## src/pidr_pkg.sv

```systemverilog
// Shared types, constants and helpers for the PI distance regulator drive.
// No dependencies; every other file imports this package.
`timescale 1ns / 1ps
`default_nettype none

package pidr_pkg;

   typedef logic        [15:0] dist_type;
   typedef logic signed [11:0] speed_type;
   typedef logic        [7:0]  goal_type;
   typedef logic        [12:0] window_type;
   typedef logic        [7:0]  thresh_type;
   typedef logic        [14:0] bound_type;
   typedef logic        [11:0] gain_type;
   typedef logic signed [15:0] integ_type;
   typedef logic signed [13:0] err_type;
   typedef logic signed [23:0] quot_type;

   localparam int CSR_DATA_W  = 15;
   localparam int CSR_INDEX_W = 3;
   localparam int DIV_SHIFT   = 6;

   typedef enum logic [CSR_INDEX_W-1:0] {
      CSR_GOAL_DISTANCE   = 3'd0,
      CSR_MIN_DISTANCE    = 3'd1,
      CSR_MAX_DISTANCE    = 3'd2,
      CSR_ERROR_THRESHOLD = 3'd3,
      CSR_MAX_INTEGRAL    = 3'd4,
      CSR_GAIN_PROP       = 3'd5,
      CSR_GAIN_INTEG      = 3'd6
   } csr_index_type;

   localparam goal_type   GOAL_RESET   = 8'd100;
   localparam window_type MIN_RESET    = 13'd20;
   localparam window_type MAX_RESET    = 13'd500;
   localparam thresh_type THRESH_RESET = 8'd10;
   localparam bound_type  BOUND_RESET  = 15'd4000;
   localparam gain_type   KP_RESET     = 12'd160;
   localparam gain_type   KI_RESET     = 12'd56;

   localparam quot_type SPEED_LIMIT = 24'sd1100;

   // Clip a wide signed value to the motor speed range.
   function automatic speed_type sat_speed(input quot_type v);
      speed_type r;
      if (v > SPEED_LIMIT) begin
         r = SPEED_LIMIT[11:0];
      end else if (v < -SPEED_LIMIT) begin
         r = speed_type'(-SPEED_LIMIT);
      end else begin
         r = v[11:0];
      end
      return r;
   endfunction

endpackage

`default_nettype wire

```

## src/pidr_req_if.sv

```systemverilog
// Request channel: distance, steering offset and sleep flag.
// Depends on pidr_pkg.
`timescale 1ns / 1ps
`default_nettype none

interface pidr_req_if;
   import pidr_pkg::*;

   logic      valid;
   logic      ready;
   dist_type  distance_mm;
   speed_type steer;
   logic      sleep;

   modport source (output valid, distance_mm, steer, sleep, input ready);
   modport sink   (input valid, distance_mm, steer, sleep, output ready);
endinterface

`default_nettype wire

```

## src/pidr_rsp_if.sv

```systemverilog
// Response channel: motor speeds, drive and deadband flag.
// Depends on pidr_pkg.
`timescale 1ns / 1ps
`default_nettype none

interface pidr_rsp_if;
   import pidr_pkg::*;

   logic      valid;
   logic      ready;
   speed_type right_speed;
   speed_type left_speed;
   speed_type drive;
   logic      in_deadband;

   modport source (output valid, right_speed, left_speed, drive, in_deadband, input ready);
   modport sink   (input valid, right_speed, left_speed, drive, in_deadband, output ready);
endinterface

`default_nettype wire

```

## src/pi_distance_regulator_drive_unit.sv

```systemverilog
// PI distance regulator drive: a request passes the input register, the integral stage into
// the mid register, and multiply/saturate into the output register that drives the response.
// Throughput one request per cycle unless the response channel stalls; the integral register
// is read and written in one stage, so consecutive requests see each other's update with no gap.
// Synchronous active-high reset clears the pipeline and the integral and loads CSR defaults.
// Depends on pidr_pkg, pidr_req_if and pidr_rsp_if.
`timescale 1ns / 1ps
`default_nettype none

module pi_distance_regulator_drive_unit (
   input  wire                                 clock,
   input  wire                                 reset,
   pidr_req_if.sink                            req_chan,
   pidr_rsp_if.source                          rsp_chan,
   input  wire                                 csr_we,
   input  wire [pidr_pkg::CSR_INDEX_W-1:0]     csr_index,
   input  wire [pidr_pkg::CSR_DATA_W-1:0]      csr_wdata
);
   import pidr_pkg::*;

   // configuration
   goal_type   goal_ff;
   window_type min_ff;
   window_type max_ff;
   thresh_type thresh_ff;
   bound_type  bound_ff;
   gain_type   kp_ff;
   gain_type   ki_ff;

   always_ff @(posedge clock) begin
      if (reset) begin
         goal_ff   <= GOAL_RESET;
         min_ff    <= MIN_RESET;
         max_ff    <= MAX_RESET;
         thresh_ff <= THRESH_RESET;
         bound_ff  <= BOUND_RESET;
         kp_ff     <= KP_RESET;
         ki_ff     <= KI_RESET;
      end else if (csr_we) begin
         case (csr_index_type'(csr_index))
            CSR_GOAL_DISTANCE:   goal_ff   <= csr_wdata[7:0];
            CSR_MIN_DISTANCE:    min_ff    <= csr_wdata[12:0];
            CSR_MAX_DISTANCE:    max_ff    <= csr_wdata[12:0];
            CSR_ERROR_THRESHOLD: thresh_ff <= csr_wdata[7:0];
            CSR_MAX_INTEGRAL:    bound_ff  <= csr_wdata[14:0];
            CSR_GAIN_PROP:       kp_ff     <= csr_wdata[11:0];
            CSR_GAIN_INTEG:      ki_ff     <= csr_wdata[11:0];
            default: ;
         endcase
      end
   end

   // pipeline flow control
   logic in_valid_ff, mid_valid_ff, out_valid_ff;
   logic in_ready, mid_ready, out_ready;

   assign out_ready = !out_valid_ff || rsp_chan.ready;
   assign mid_ready = !mid_valid_ff || out_ready;
   assign in_ready  = !in_valid_ff || mid_ready;
   assign req_chan.ready = in_ready;

   always_ff @(posedge clock) begin
      if (reset) begin
         in_valid_ff  <= 1'b0;
         mid_valid_ff <= 1'b0;
         out_valid_ff <= 1'b0;
      end else begin
         if (in_ready)  in_valid_ff  <= req_chan.valid;
         if (mid_ready) mid_valid_ff <= in_valid_ff;
         if (out_ready) out_valid_ff <= mid_valid_ff;
      end
   end

   // input register
   dist_type  dist_ff;
   speed_type steer_ff;
   logic      sleep_ff;

   always_ff @(posedge clock) begin
      if (in_ready && req_chan.valid) begin
         dist_ff  <= req_chan.distance_mm;
         steer_ff <= req_chan.steer;
         sleep_ff <= req_chan.sleep;
      end
   end

   // integral stage: window, error, deadband, clamped accumulate
   logic                out_window;
   window_type          dist_sel;
   err_type             err_in;
   err_type             mag;
   logic                dead_in;
   logic signed [16:0]  acc_sum;
   logic signed [16:0]  bound_pos;
   integ_type           integ_in;
   integ_type           integ_ff;

   assign out_window = (dist_ff > {3'b000, max_ff}) || (dist_ff < {3'b000, min_ff});
   // inside the window the distance is at most max_distance, so 13 bits hold it
   assign dist_sel   = out_window ? {5'b00000, goal_ff} : dist_ff[12:0];
   assign err_in     = $signed({1'b0, dist_sel}) - $signed({6'b000000, goal_ff});
   assign mag        = err_in[13] ? -err_in : err_in;
   assign dead_in    = mag < $signed({6'b000000, thresh_ff});

   assign acc_sum   = {integ_ff[15], integ_ff} + {{3{err_in[13]}}, err_in};
   assign bound_pos = $signed({2'b00, bound_ff});

   always_comb begin
      if (acc_sum > bound_pos) begin
         integ_in = bound_pos[15:0];
      end else if (acc_sum < -bound_pos) begin
         integ_in = integ_type'(-bound_pos);
      end else begin
         integ_in = acc_sum[15:0];
      end
   end

   logic      update_integ;
   assign update_integ = in_valid_ff && mid_ready && !sleep_ff && !dead_in;

   always_ff @(posedge clock) begin
      if (reset) begin
         integ_ff <= '0;
      end else if (update_integ) begin
         integ_ff <= integ_in;
      end
   end

   // mid register
   err_type   err_ff;
   integ_type integ_mid_ff;
   logic      dead_ff;
   logic      sleep_mid_ff;
   speed_type steer_mid_ff;

   always_ff @(posedge clock) begin
      if (mid_ready && in_valid_ff) begin
         err_ff       <= err_in;
         integ_mid_ff <= integ_in;
         dead_ff      <= dead_in;
         sleep_mid_ff <= sleep_ff;
         steer_mid_ff <= steer_ff;
      end
   end

   // drive stage: gains, divide by 64 toward zero, saturate, deadband and sleep zeroing, steering
   logic signed [26:0] prod_p;
   logic signed [28:0] prod_i;
   logic signed [29:0] sum_full;
   logic signed [29:0] sum_adj;
   quot_type           quot;
   speed_type          drive_pi;
   speed_type          drive_in;
   logic signed [12:0] right_sum;
   logic signed [12:0] left_sum;
   speed_type          right_in, left_in;
   logic               deadband_in;

   assign prod_p   = $signed({1'b0, kp_ff}) * err_ff;
   assign prod_i   = $signed({1'b0, ki_ff}) * integ_mid_ff;
   assign sum_full = {{3{prod_p[26]}}, prod_p} + {prod_i[28], prod_i};
   // bias negative sums so the arithmetic shift truncates toward zero
   assign sum_adj  = sum_full + $signed({24'b0, {DIV_SHIFT{sum_full[29]}}});
   assign quot     = sum_adj[29:DIV_SHIFT];
   assign drive_pi = sat_speed(quot);
   assign drive_in = dead_ff ? '0 : drive_pi;

   assign right_sum = {drive_in[11], drive_in} + {steer_mid_ff[11], steer_mid_ff};
   assign left_sum  = {drive_in[11], drive_in} - {steer_mid_ff[11], steer_mid_ff};

   always_comb begin
      if (sleep_mid_ff) begin
         right_in    = '0;
         left_in     = '0;
         deadband_in = 1'b1;
      end else begin
         right_in    = sat_speed({{11{right_sum[12]}}, right_sum});
         left_in     = sat_speed({{11{left_sum[12]}}, left_sum});
         deadband_in = dead_ff;
      end
   end

   // output register
   speed_type right_ff, left_ff, drive_ff;
   logic      deadband_ff;

   always_ff @(posedge clock) begin
      if (out_ready && mid_valid_ff) begin
         right_ff    <= right_in;
         left_ff     <= left_in;
         drive_ff    <= sleep_mid_ff ? '0 : drive_in;
         deadband_ff <= deadband_in;
      end
   end

   assign rsp_chan.valid       = out_valid_ff;
   assign rsp_chan.right_speed = right_ff;
   assign rsp_chan.left_speed  = left_ff;
   assign rsp_chan.drive       = drive_ff;
   assign rsp_chan.in_deadband = deadband_ff;

endmodule

`default_nettype wire
```

## src/flat_wrapper.sv

```systemverilog
// flat-port wrapper written by rule: the top's interface ports become plain ports
module pi_distance_regulator_drive_unit_flat import pidr_pkg::*;
  (clock, reset, csr_we, csr_index, csr_wdata, req_chan_valid, req_chan_distance_mm, req_chan_steer, req_chan_sleep, req_chan_ready, rsp_chan_valid, rsp_chan_right_speed, rsp_chan_left_speed, rsp_chan_drive, rsp_chan_in_deadband, rsp_chan_ready);
  pidr_req_if req_chan_i ();
  pidr_rsp_if rsp_chan_i ();
  input  wire clock;
  input  wire reset;
  input  wire csr_we;
  input  wire [pidr_pkg::CSR_INDEX_W-1:0] csr_index;
  input  wire [pidr_pkg::CSR_DATA_W-1:0] csr_wdata;
  input wire logic [$bits(req_chan_i.valid)-1:0] req_chan_valid;
  input wire logic [$bits(req_chan_i.distance_mm)-1:0] req_chan_distance_mm;
  input wire logic [$bits(req_chan_i.steer)-1:0] req_chan_steer;
  input wire logic [$bits(req_chan_i.sleep)-1:0] req_chan_sleep;
  output wire logic [$bits(req_chan_i.ready)-1:0] req_chan_ready;
  output wire logic [$bits(rsp_chan_i.valid)-1:0] rsp_chan_valid;
  output wire logic [$bits(rsp_chan_i.right_speed)-1:0] rsp_chan_right_speed;
  output wire logic [$bits(rsp_chan_i.left_speed)-1:0] rsp_chan_left_speed;
  output wire logic [$bits(rsp_chan_i.drive)-1:0] rsp_chan_drive;
  output wire logic [$bits(rsp_chan_i.in_deadband)-1:0] rsp_chan_in_deadband;
  input wire logic [$bits(rsp_chan_i.ready)-1:0] rsp_chan_ready;
  assign req_chan_i.valid = req_chan_valid;
  assign req_chan_i.distance_mm = req_chan_distance_mm;
  assign req_chan_i.steer = req_chan_steer;
  assign req_chan_i.sleep = req_chan_sleep;
  assign req_chan_ready = req_chan_i.ready;
  assign rsp_chan_valid = rsp_chan_i.valid;
  assign rsp_chan_right_speed = rsp_chan_i.right_speed;
  assign rsp_chan_left_speed = rsp_chan_i.left_speed;
  assign rsp_chan_drive = rsp_chan_i.drive;
  assign rsp_chan_in_deadband = rsp_chan_i.in_deadband;
  assign rsp_chan_i.ready = rsp_chan_ready;
  pi_distance_regulator_drive_unit u_core (.clock(clock), .reset(reset), .req_chan(req_chan_i), .rsp_chan(rsp_chan_i), .csr_we(csr_we), .csr_index(csr_index), .csr_wdata(csr_wdata));
endmodule
```

## config.mk

```make
export PLATFORM = sky130hd
export DESIGN_NAME = pi_distance_regulator_drive_unit_flat
export DESIGN_NICKNAME = d
export VERILOG_FILES = /design/src/pidr_pkg.sv /design/src/pidr_req_if.sv /design/src/pidr_rsp_if.sv /design/src/pi_distance_regulator_drive_unit.sv /design/src/flat_wrapper.sv
export SDC_FILE = /design/constraint.sdc
export NUM_CORES = 2
export LEC_CHECK = 0
export BUFFER_PORTS_ARGS = -buffer_cell sky130_fd_sc_hd__buf_2
export CAP_MARGIN = 10
export CORE_MARGIN = 4
export CORE_UTILIZATION = 45
export CTS_BUF_LIST = sky130_fd_sc_hd__clkbuf_4 sky130_fd_sc_hd__clkbuf_8
export DETAILED_ROUTE_END_ITERATION = 8
export GPL_TIMING_DRIVEN = 0
export MAX_ROUTING_LAYER = met4
export PLACE_DENSITY = 0.7
export SLEW_MARGIN = 20
export SYNTH_ARGS = -nofsm -noshare
export SYNTH_HDL_FRONTEND = slang
export SYNTH_SLANG_ARGS = --single-unit
```

## constraint.sdc

```tcl
create_clock -name clock -period 16.4 [get_ports clock]
set_input_delay 0.82 -clock clock [delete_from_list [all_inputs] [get_ports clock]]
set_output_delay 0.82 -clock clock [all_outputs]
set_load 0.02 [all_outputs]
```

# Word-level counts from Yosys, hierarchy flattened
# Cells that the tools add are included.
# word_totals
out_inout_bits,39
elab_cells,91
regBits,210
# classes
n_reduce_logical,26
n_eq_ne,6
mux,11
n_lt_le_gt_ge,11
n_addsub,8
mul,2
# ops
operator,count
12-bit 2-to-1 mux,5
16-bit 2-to-1 mux,2
27-bit by 29-bit adder with 30-bit output,1
30-bit by 7-bit adder with 30-bit output,1
13-bit by 16-bit multiplier with 29-bit output,1
13-bit by 14-bit multiplier with 27-bit output,1
"13-bit by 12-bit > comparator with 1-bit output, second input constant",2
"13-bit by 12-bit < comparator with 1-bit output, second input constant",2
"24-bit by 12-bit > comparator with 1-bit output, second input constant",1
"24-bit by 12-bit < comparator with 1-bit output, second input constant",1
11-bit 2-to-1 mux,2
16-bit by 14-bit adder with 17-bit output,1
17-bit by 16-bit > comparator with 1-bit output,1
17-bit < comparator,1
15-bit negator with 17-bit output,1
16-bit by 13-bit > comparator with 1-bit output,1
16-bit by 13-bit < comparator with 1-bit output,1
14-bit by 9-bit < comparator with 1-bit output,1
14-bit 2-to-1 mux,1
14-bit negator,1
2-bit AND reduction,7
13-bit by 8-bit subtractor with 14-bit output,1
12-bit by 12-bit adder with 13-bit output,1
13-bit 2-to-1 mux,1
other kinds (10),26

# Depth between registers and ports, before layout
# depth
word_depth,11
ltp_mapped,53

# Least setup slack after synthesis
# OpenSTA, ideal clock, no wires.
# synth_timing
path_kind,register to register
from,reg u_core.integ_mid_ff[15]
to,reg u_core.left_ff[0] (netlist: u_core.rsp_chan.left_speed[0]) (data pin)
t_arrival_ns,12.418
slack_ns,3.823
path_stages_with_launch,49
t_required_ns,16.240
n_path_buf,3
synth_period_minus_slack_ns,12.577
path_cell_list,edfxtp_1 clkbuf_1 and2_1 fa_1 inv_1 fa_1 inv_1 fa_1 fa_1 fa_1 fa_1 inv_1 fa_1 inv_1 ha_1 clkbuf_1 a21oi_1 nand2_1 [13 not listed] a211oi_1 nor2_1 a41oi_2 nor3_1 ha_1 nor2b_1 o21ai_0 a21oi_1 o21ai_0 a21oi_1 o21ai_0 a2111o_1 o311ai_0 o41ai_1 a21oi_1 or2_2 clkbuf_1 nor3b_1
# synth_via
elab_chain_cells,10
# synth_lines
item,line,rtl
from (decl),pi_distance_regulator_drive_unit.sv:131,integ_type integ_mid_ff;
from (signal assigned),pi_distance_regulator_drive_unit.sv:139,integ_mid_ff <= integ_in;
13-bit by 16-bit multiplier with 29-bit output *,pi_distance_regulator_drive_unit.sv:160,"assign prod_i = $signed({1'b0, ki_ff}) * integ_mid_ff;"
27-bit by 29-bit adder with 30-bit output *,pi_distance_regulator_drive_unit.sv:161,"assign sum_full = {{3{prod_p[26]}}, prod_p} + {prod_i[28], prod_i};"
30-bit by 7-bit adder with 30-bit output *,pi_distance_regulator_drive_unit.sv:163,"assign sum_adj = sum_full + $signed({24'b0, {DIV_SHIFT{sum_full[29]}}});"
24-bit by 12-bit < comparator with 1-bit output,pidr_pkg.sv:48,end else if (v < -SPEED_LIMIT) begin
12-bit 2-to-1 mux,pidr_pkg.sv:48,
12-bit 2-to-1 mux *,pidr_pkg.sv:46,if (v > SPEED_LIMIT) begin
12-bit 2-to-1 mux *,pi_distance_regulator_drive_unit.sv:166,assign drive_in = dead_ff ? '0 : drive_pi;
net u_core.drive_in[1],pi_distance_regulator_drive_unit.sv:153,speed_type drive_in;
12-bit by 12-bit subtractor with 13-bit output *,pi_distance_regulator_drive_unit.sv:169,"assign left_sum = {drive_in[11], drive_in} - {steer_mid_ff[11], steer_mid_ff};"
13-bit by 12-bit < comparator with 1-bit output / 13-bit by 12-bit > comparator with 1-bit output (equally long branches),"pidr_pkg.sv:48, pidr_pkg.sv:46",
3-bit OR reduction (no source line) *,n/a,
to (signal assigned),pi_distance_regulator_drive_unit.sv:190,left_ff <= left_in;
to (decl),pi_distance_regulator_drive_unit.sv:184,"speed_type right_ff, left_ff, drive_ff;"
# Mark *: on every way through the listed nets, which the timed path passes. The rest lies on a longest branch.
# A chain may end at the register's enable or synchronous reset.

# Worst setup path in the final report
# layout_timing
from,reg u_core.ki_ff[1]
to,reg u_core.left_ff[0] (netlist: u_core.rsp_chan.left_speed[0]) (data pin)
# layout_via
elab_chain_cells,10
# layout_lines
item,line,rtl
from (decl),pi_distance_regulator_drive_unit.sv:28,gain_type ki_ff;
from (signal assigned),pi_distance_regulator_drive_unit.sv:47,CSR_GAIN_INTEG: ki_ff <= csr_wdata[11:0];
13-bit by 16-bit multiplier with 29-bit output *,pi_distance_regulator_drive_unit.sv:160,
27-bit by 29-bit adder with 30-bit output *,pi_distance_regulator_drive_unit.sv:161,
30-bit by 7-bit adder with 30-bit output *,pi_distance_regulator_drive_unit.sv:163,
24-bit by 12-bit < comparator with 1-bit output,pidr_pkg.sv:48,
12-bit 2-to-1 mux,pidr_pkg.sv:48,
12-bit 2-to-1 mux *,pidr_pkg.sv:46,
12-bit 2-to-1 mux *,pi_distance_regulator_drive_unit.sv:166,
net u_core.drive_in[1],pi_distance_regulator_drive_unit.sv:153,
12-bit by 12-bit subtractor with 13-bit output *,pi_distance_regulator_drive_unit.sv:169,
13-bit by 12-bit < comparator with 1-bit output / 13-bit by 12-bit > comparator with 1-bit output (equally long branches),"pidr_pkg.sv:48, pidr_pkg.sv:46",
3-bit OR reduction (no source line) *,n/a,
# Marks and branches as above.

==> results.yml <==
run_status:
  outcome: "completed"
timing:
  fmax_ghz: 0.06632
  slew_headroom_pct: 34.83
  setup_tns_ns: 0
  slew_viol_final: 0
  finalHoldViolations: 0
  rsz0062_at_grt: "false"
  worst_slew_pin_slew_ns: 0.9775
  finalClockSkew_ns: 0.05349
  fin_crit_sh_pct: 91.94
  layout_setup_ws_ns: 1.322
  setup_viol: 0
  period_minus_slack_ns: 15.08
clock_network:
  numClockSinks: 210
  clkLatencyLatePin_ns: 0.59
  post_cts_buffers: 0
  numCtsBuffers: 34
  cts_tree: "yes"
  htreeDepth: 2
  cts_root_buffer: "clkbuf_8"
  cts_buffer_depth: 3
  clk_pin_slew_ns: 0.07
floorplan:
  design.core.area_mm2: 0.06036
  die-height_um: 255.0
  num_rows: 90
  die-width_um: 255.0
  top_level_ports: 91
  initial_core_util_pct: 45.47
  die_area_mm2: 0.06501
synth:
  synth_area_per_cell_um2: 9.158
  synth-edff-count: 110
  ys_seq_elements: 210
  ys_seq_area_share_pct: 19.33
  synth.cell_area_mm2: 0.02745
  synth_cell_types: 88
  synth_ff_type: "edfxtp_1"
  synthArstFlopShare_pct: 0
  syn-instance-count: 2997
  synthesis.nets: 3682
  yosys_warnings: 0
route:
  wire_per_inst_um: 17.61
  drt_iter0_markers: 1218
  first_pass_iters: 7
  wirelength_um: 69310
  drc: 0
  ant_nets: 0
  dr_total_vias: 20660
  vias_per_cell: 5.250
critical_path:
  cpMaxStageDelayCell: "o2bb2ai_1"
  worstPathRequired_ns: 16.77
  max_stage_delay_ns: 0.57
  reg2reg_from: "u_core.ki_ff[1]"
  crit_type: "register to register"
  cp_max_fo: 10
  startpoint_type: "register"
  arrival_ns: 15.45
  end_kind: "register"
  cpMostUsedCell: "fa_1"
  cp-startpoint: "u_core.ki_ff[1]"
  reg2reg_depth: 48
global_route:
  grt_pass1_vias: 21120
  grt_pass1_wl_um: 111300
  antenna_found_initial: 0
  grt_max_degree: 33
  grt_overflow_total: 0
  grtUsageTotal_pct: 22.23
worst_hold_path:
  hold_depth: 1
  min_path_type: "input port to register"
  min_from: "req_chan_steer[8]"
placed_design:
  dp_slack_ns: 1.213
  place.gp.congestion: 0.9710
  port_buffers: 90
  dp_hpwl_um: 58450
finish:
  multi_input_area_mm2: 0.01967
  nFillCells: 5634
  layout-drive-gt1-share_pct: 6.472
  num-nets-final: 3811
  final_common_cell: "inv_1"
  regArea_mm2: 0.005305
  syn2layout_area_growth_pct: 8.402
  final_cell_mix: "557 x inv_1, 404 x fa_1, 366 x nand2_1, 229 x and2_1, 229 x ha_1"
job:
  drv_cap: 0
[routing by layer]
layer / vias to the layer above / track usage (%) / wire length (µm)
met5: - / - / 0
met4: 0 / 8.293 / 3016
met3: 178 / 3.892 / 4120
met2: 621 / 35.76 / 31990
met1: 9974 / 28.39 / 30180
li1: 9886 / - / -
[repair_timing]
item	CTS	global route
hold buffers	0	0
resized for setup	0	1
endpoints found under the setup margin	0	2
[registers in the layout, indices dropped and copies added (netlist names), 8 cells and up]
register / flops
u_core.kp_ff: 12
u_core.max_ff: 13
u_core.min_ff: 13
u_core.rsp_chan.right_speed: 12
u_core.steer_ff: 12
u_core.rsp_chan.drive: 12
u_core.ki_ff: 12
u_core.integ_mid_ff: 16
u_core.rsp_chan.left_speed: 12
u_core.dist_ff: 16
u_core.integ_ff: 16
u_core.goal_ff: 8
u_core.thresh_ff: 8
u_core.err_ff: 14
u_core.bound_ff: 15
u_core.steer_mid_ff: 12
[final cells by class]
class,instances,share of cell area [%]
flip-flops and latches,210,17.83
clock buffers,52,2.195
multi-input cells,2122,66.10
inverters,560,7.065
diodes,1,0.008411
well taps,782,3.289
clock inverters,10,0.4163
plain buffers,105,1.354
repair buffers,93,1.741
[logic make-up (layout without fill, tap and decap cells)]
| logic type | Yosys count | in the layout | synth area share (%) |
|---|---|---|---|
| DFF | 210 | 210 | 19.33 |
| muxes | 20 | 20 | 0.7339 |
| and+or+nand+nor | 925 | 925 | 16.67 |
| buffers and inverters | 665 | 820 | 9.127 |
| adders and majority gates | 633 | 633 | 39.91 |
| other | 0 | 1 | 0 |
| xor gates and xnor gates | 86 | 86 | 2.813 |
| AOI/OAI and AO/OA | 458 | 458 | 11.42 |
[worst max-delay path, delay by kind of cell (launching register included)]
kind	cells	cell delay (ns)
flip-flops	1	0.50
AO/OA/AOI/OAI	19	5.15
buffers and inverters	8	1.50
AND/OR/NAND/NOR	10	2.77
adder cells (fa/ha/maj)	10	4.43
XOR/XNOR	1	0.54
[path summary, 6_finish.rpt]
path                                                 endpoint  slack [ns]
worst min-delay path                       u_core.steer_ff[8]        0.41
worst max-delay path            u_core.rsp_chan.left_speed[0]        1.32
worst max register to register  u_core.rsp_chan.left_speed[0]        1.32
worst min register to register         u_core.steer_mid_ff[5]        0.42
[per-stage QoR]
step	area [µm²]	hold slack (ns)	utilization [%]	instances
after detailed placement	28970	0.4052	47.99	3872
final	29750	0.4101	49.29	3935
after global placement	28880	0.4034	47.84	3869
after global routing	29750	0.3660	49.29	3934
after CTS	29740	0.3715	49.28	3934
after floorplan	27450	0.4003	-	2997
[cell usage after synthesis (6+ instances only)]
cell type | instances | area (µm²)
o21a_1 | 31 | 232.7
ha_1 | 229 | 2865
nand3_1 | 32 | 160.2
a21oi_2 | 7 | 61.31
o21ai_0 | 52 | 260.3
a31oi_1 | 18 | 112.6
nor3_1 | 47 | 235.2
nor2b_1 | 25 | 156.4
nand4_1 | 14 | 87.58
clkbuf_1 | 102 | 382.9
o2bb2ai_1 | 7 | 61.31
or3_1 | 26 | 162.7
fa_1 | 404 | 8088
xnor2_1 | 69 | 604.3
a211o_1 | 7 | 61.31
o31a_1 | 6 | 52.55
and2_1 | 229 | 1433
dfxtp_1 | 100 | 2002
a21o_1 | 33 | 247.7
or2_2 | 12 | 75.07
xor2_1 | 16 | 140.1
o211ai_1 | 36 | 270.3
a211oi_1 | 20 | 150.1
nor4_1 | 10 | 62.56
a2bb2oi_1 | 6 | 52.55
mux2i_1 | 19 | 190.2
a21oi_1 | 147 | 735.7
inv_1 | 558 | 2095
nand2b_1 | 22 | 137.6
nand2_1 | 366 | 1374
edfxtp_1 | 110 | 3303
o31ai_1 | 12 | 90.09
nor2_1 | 106 | 397.9
and3_1 | 16 | 100.1
Power is left out: the tool's default activity adds up to more than one toggle a clock period on the data nets, which glitch-free logic cannot reach.
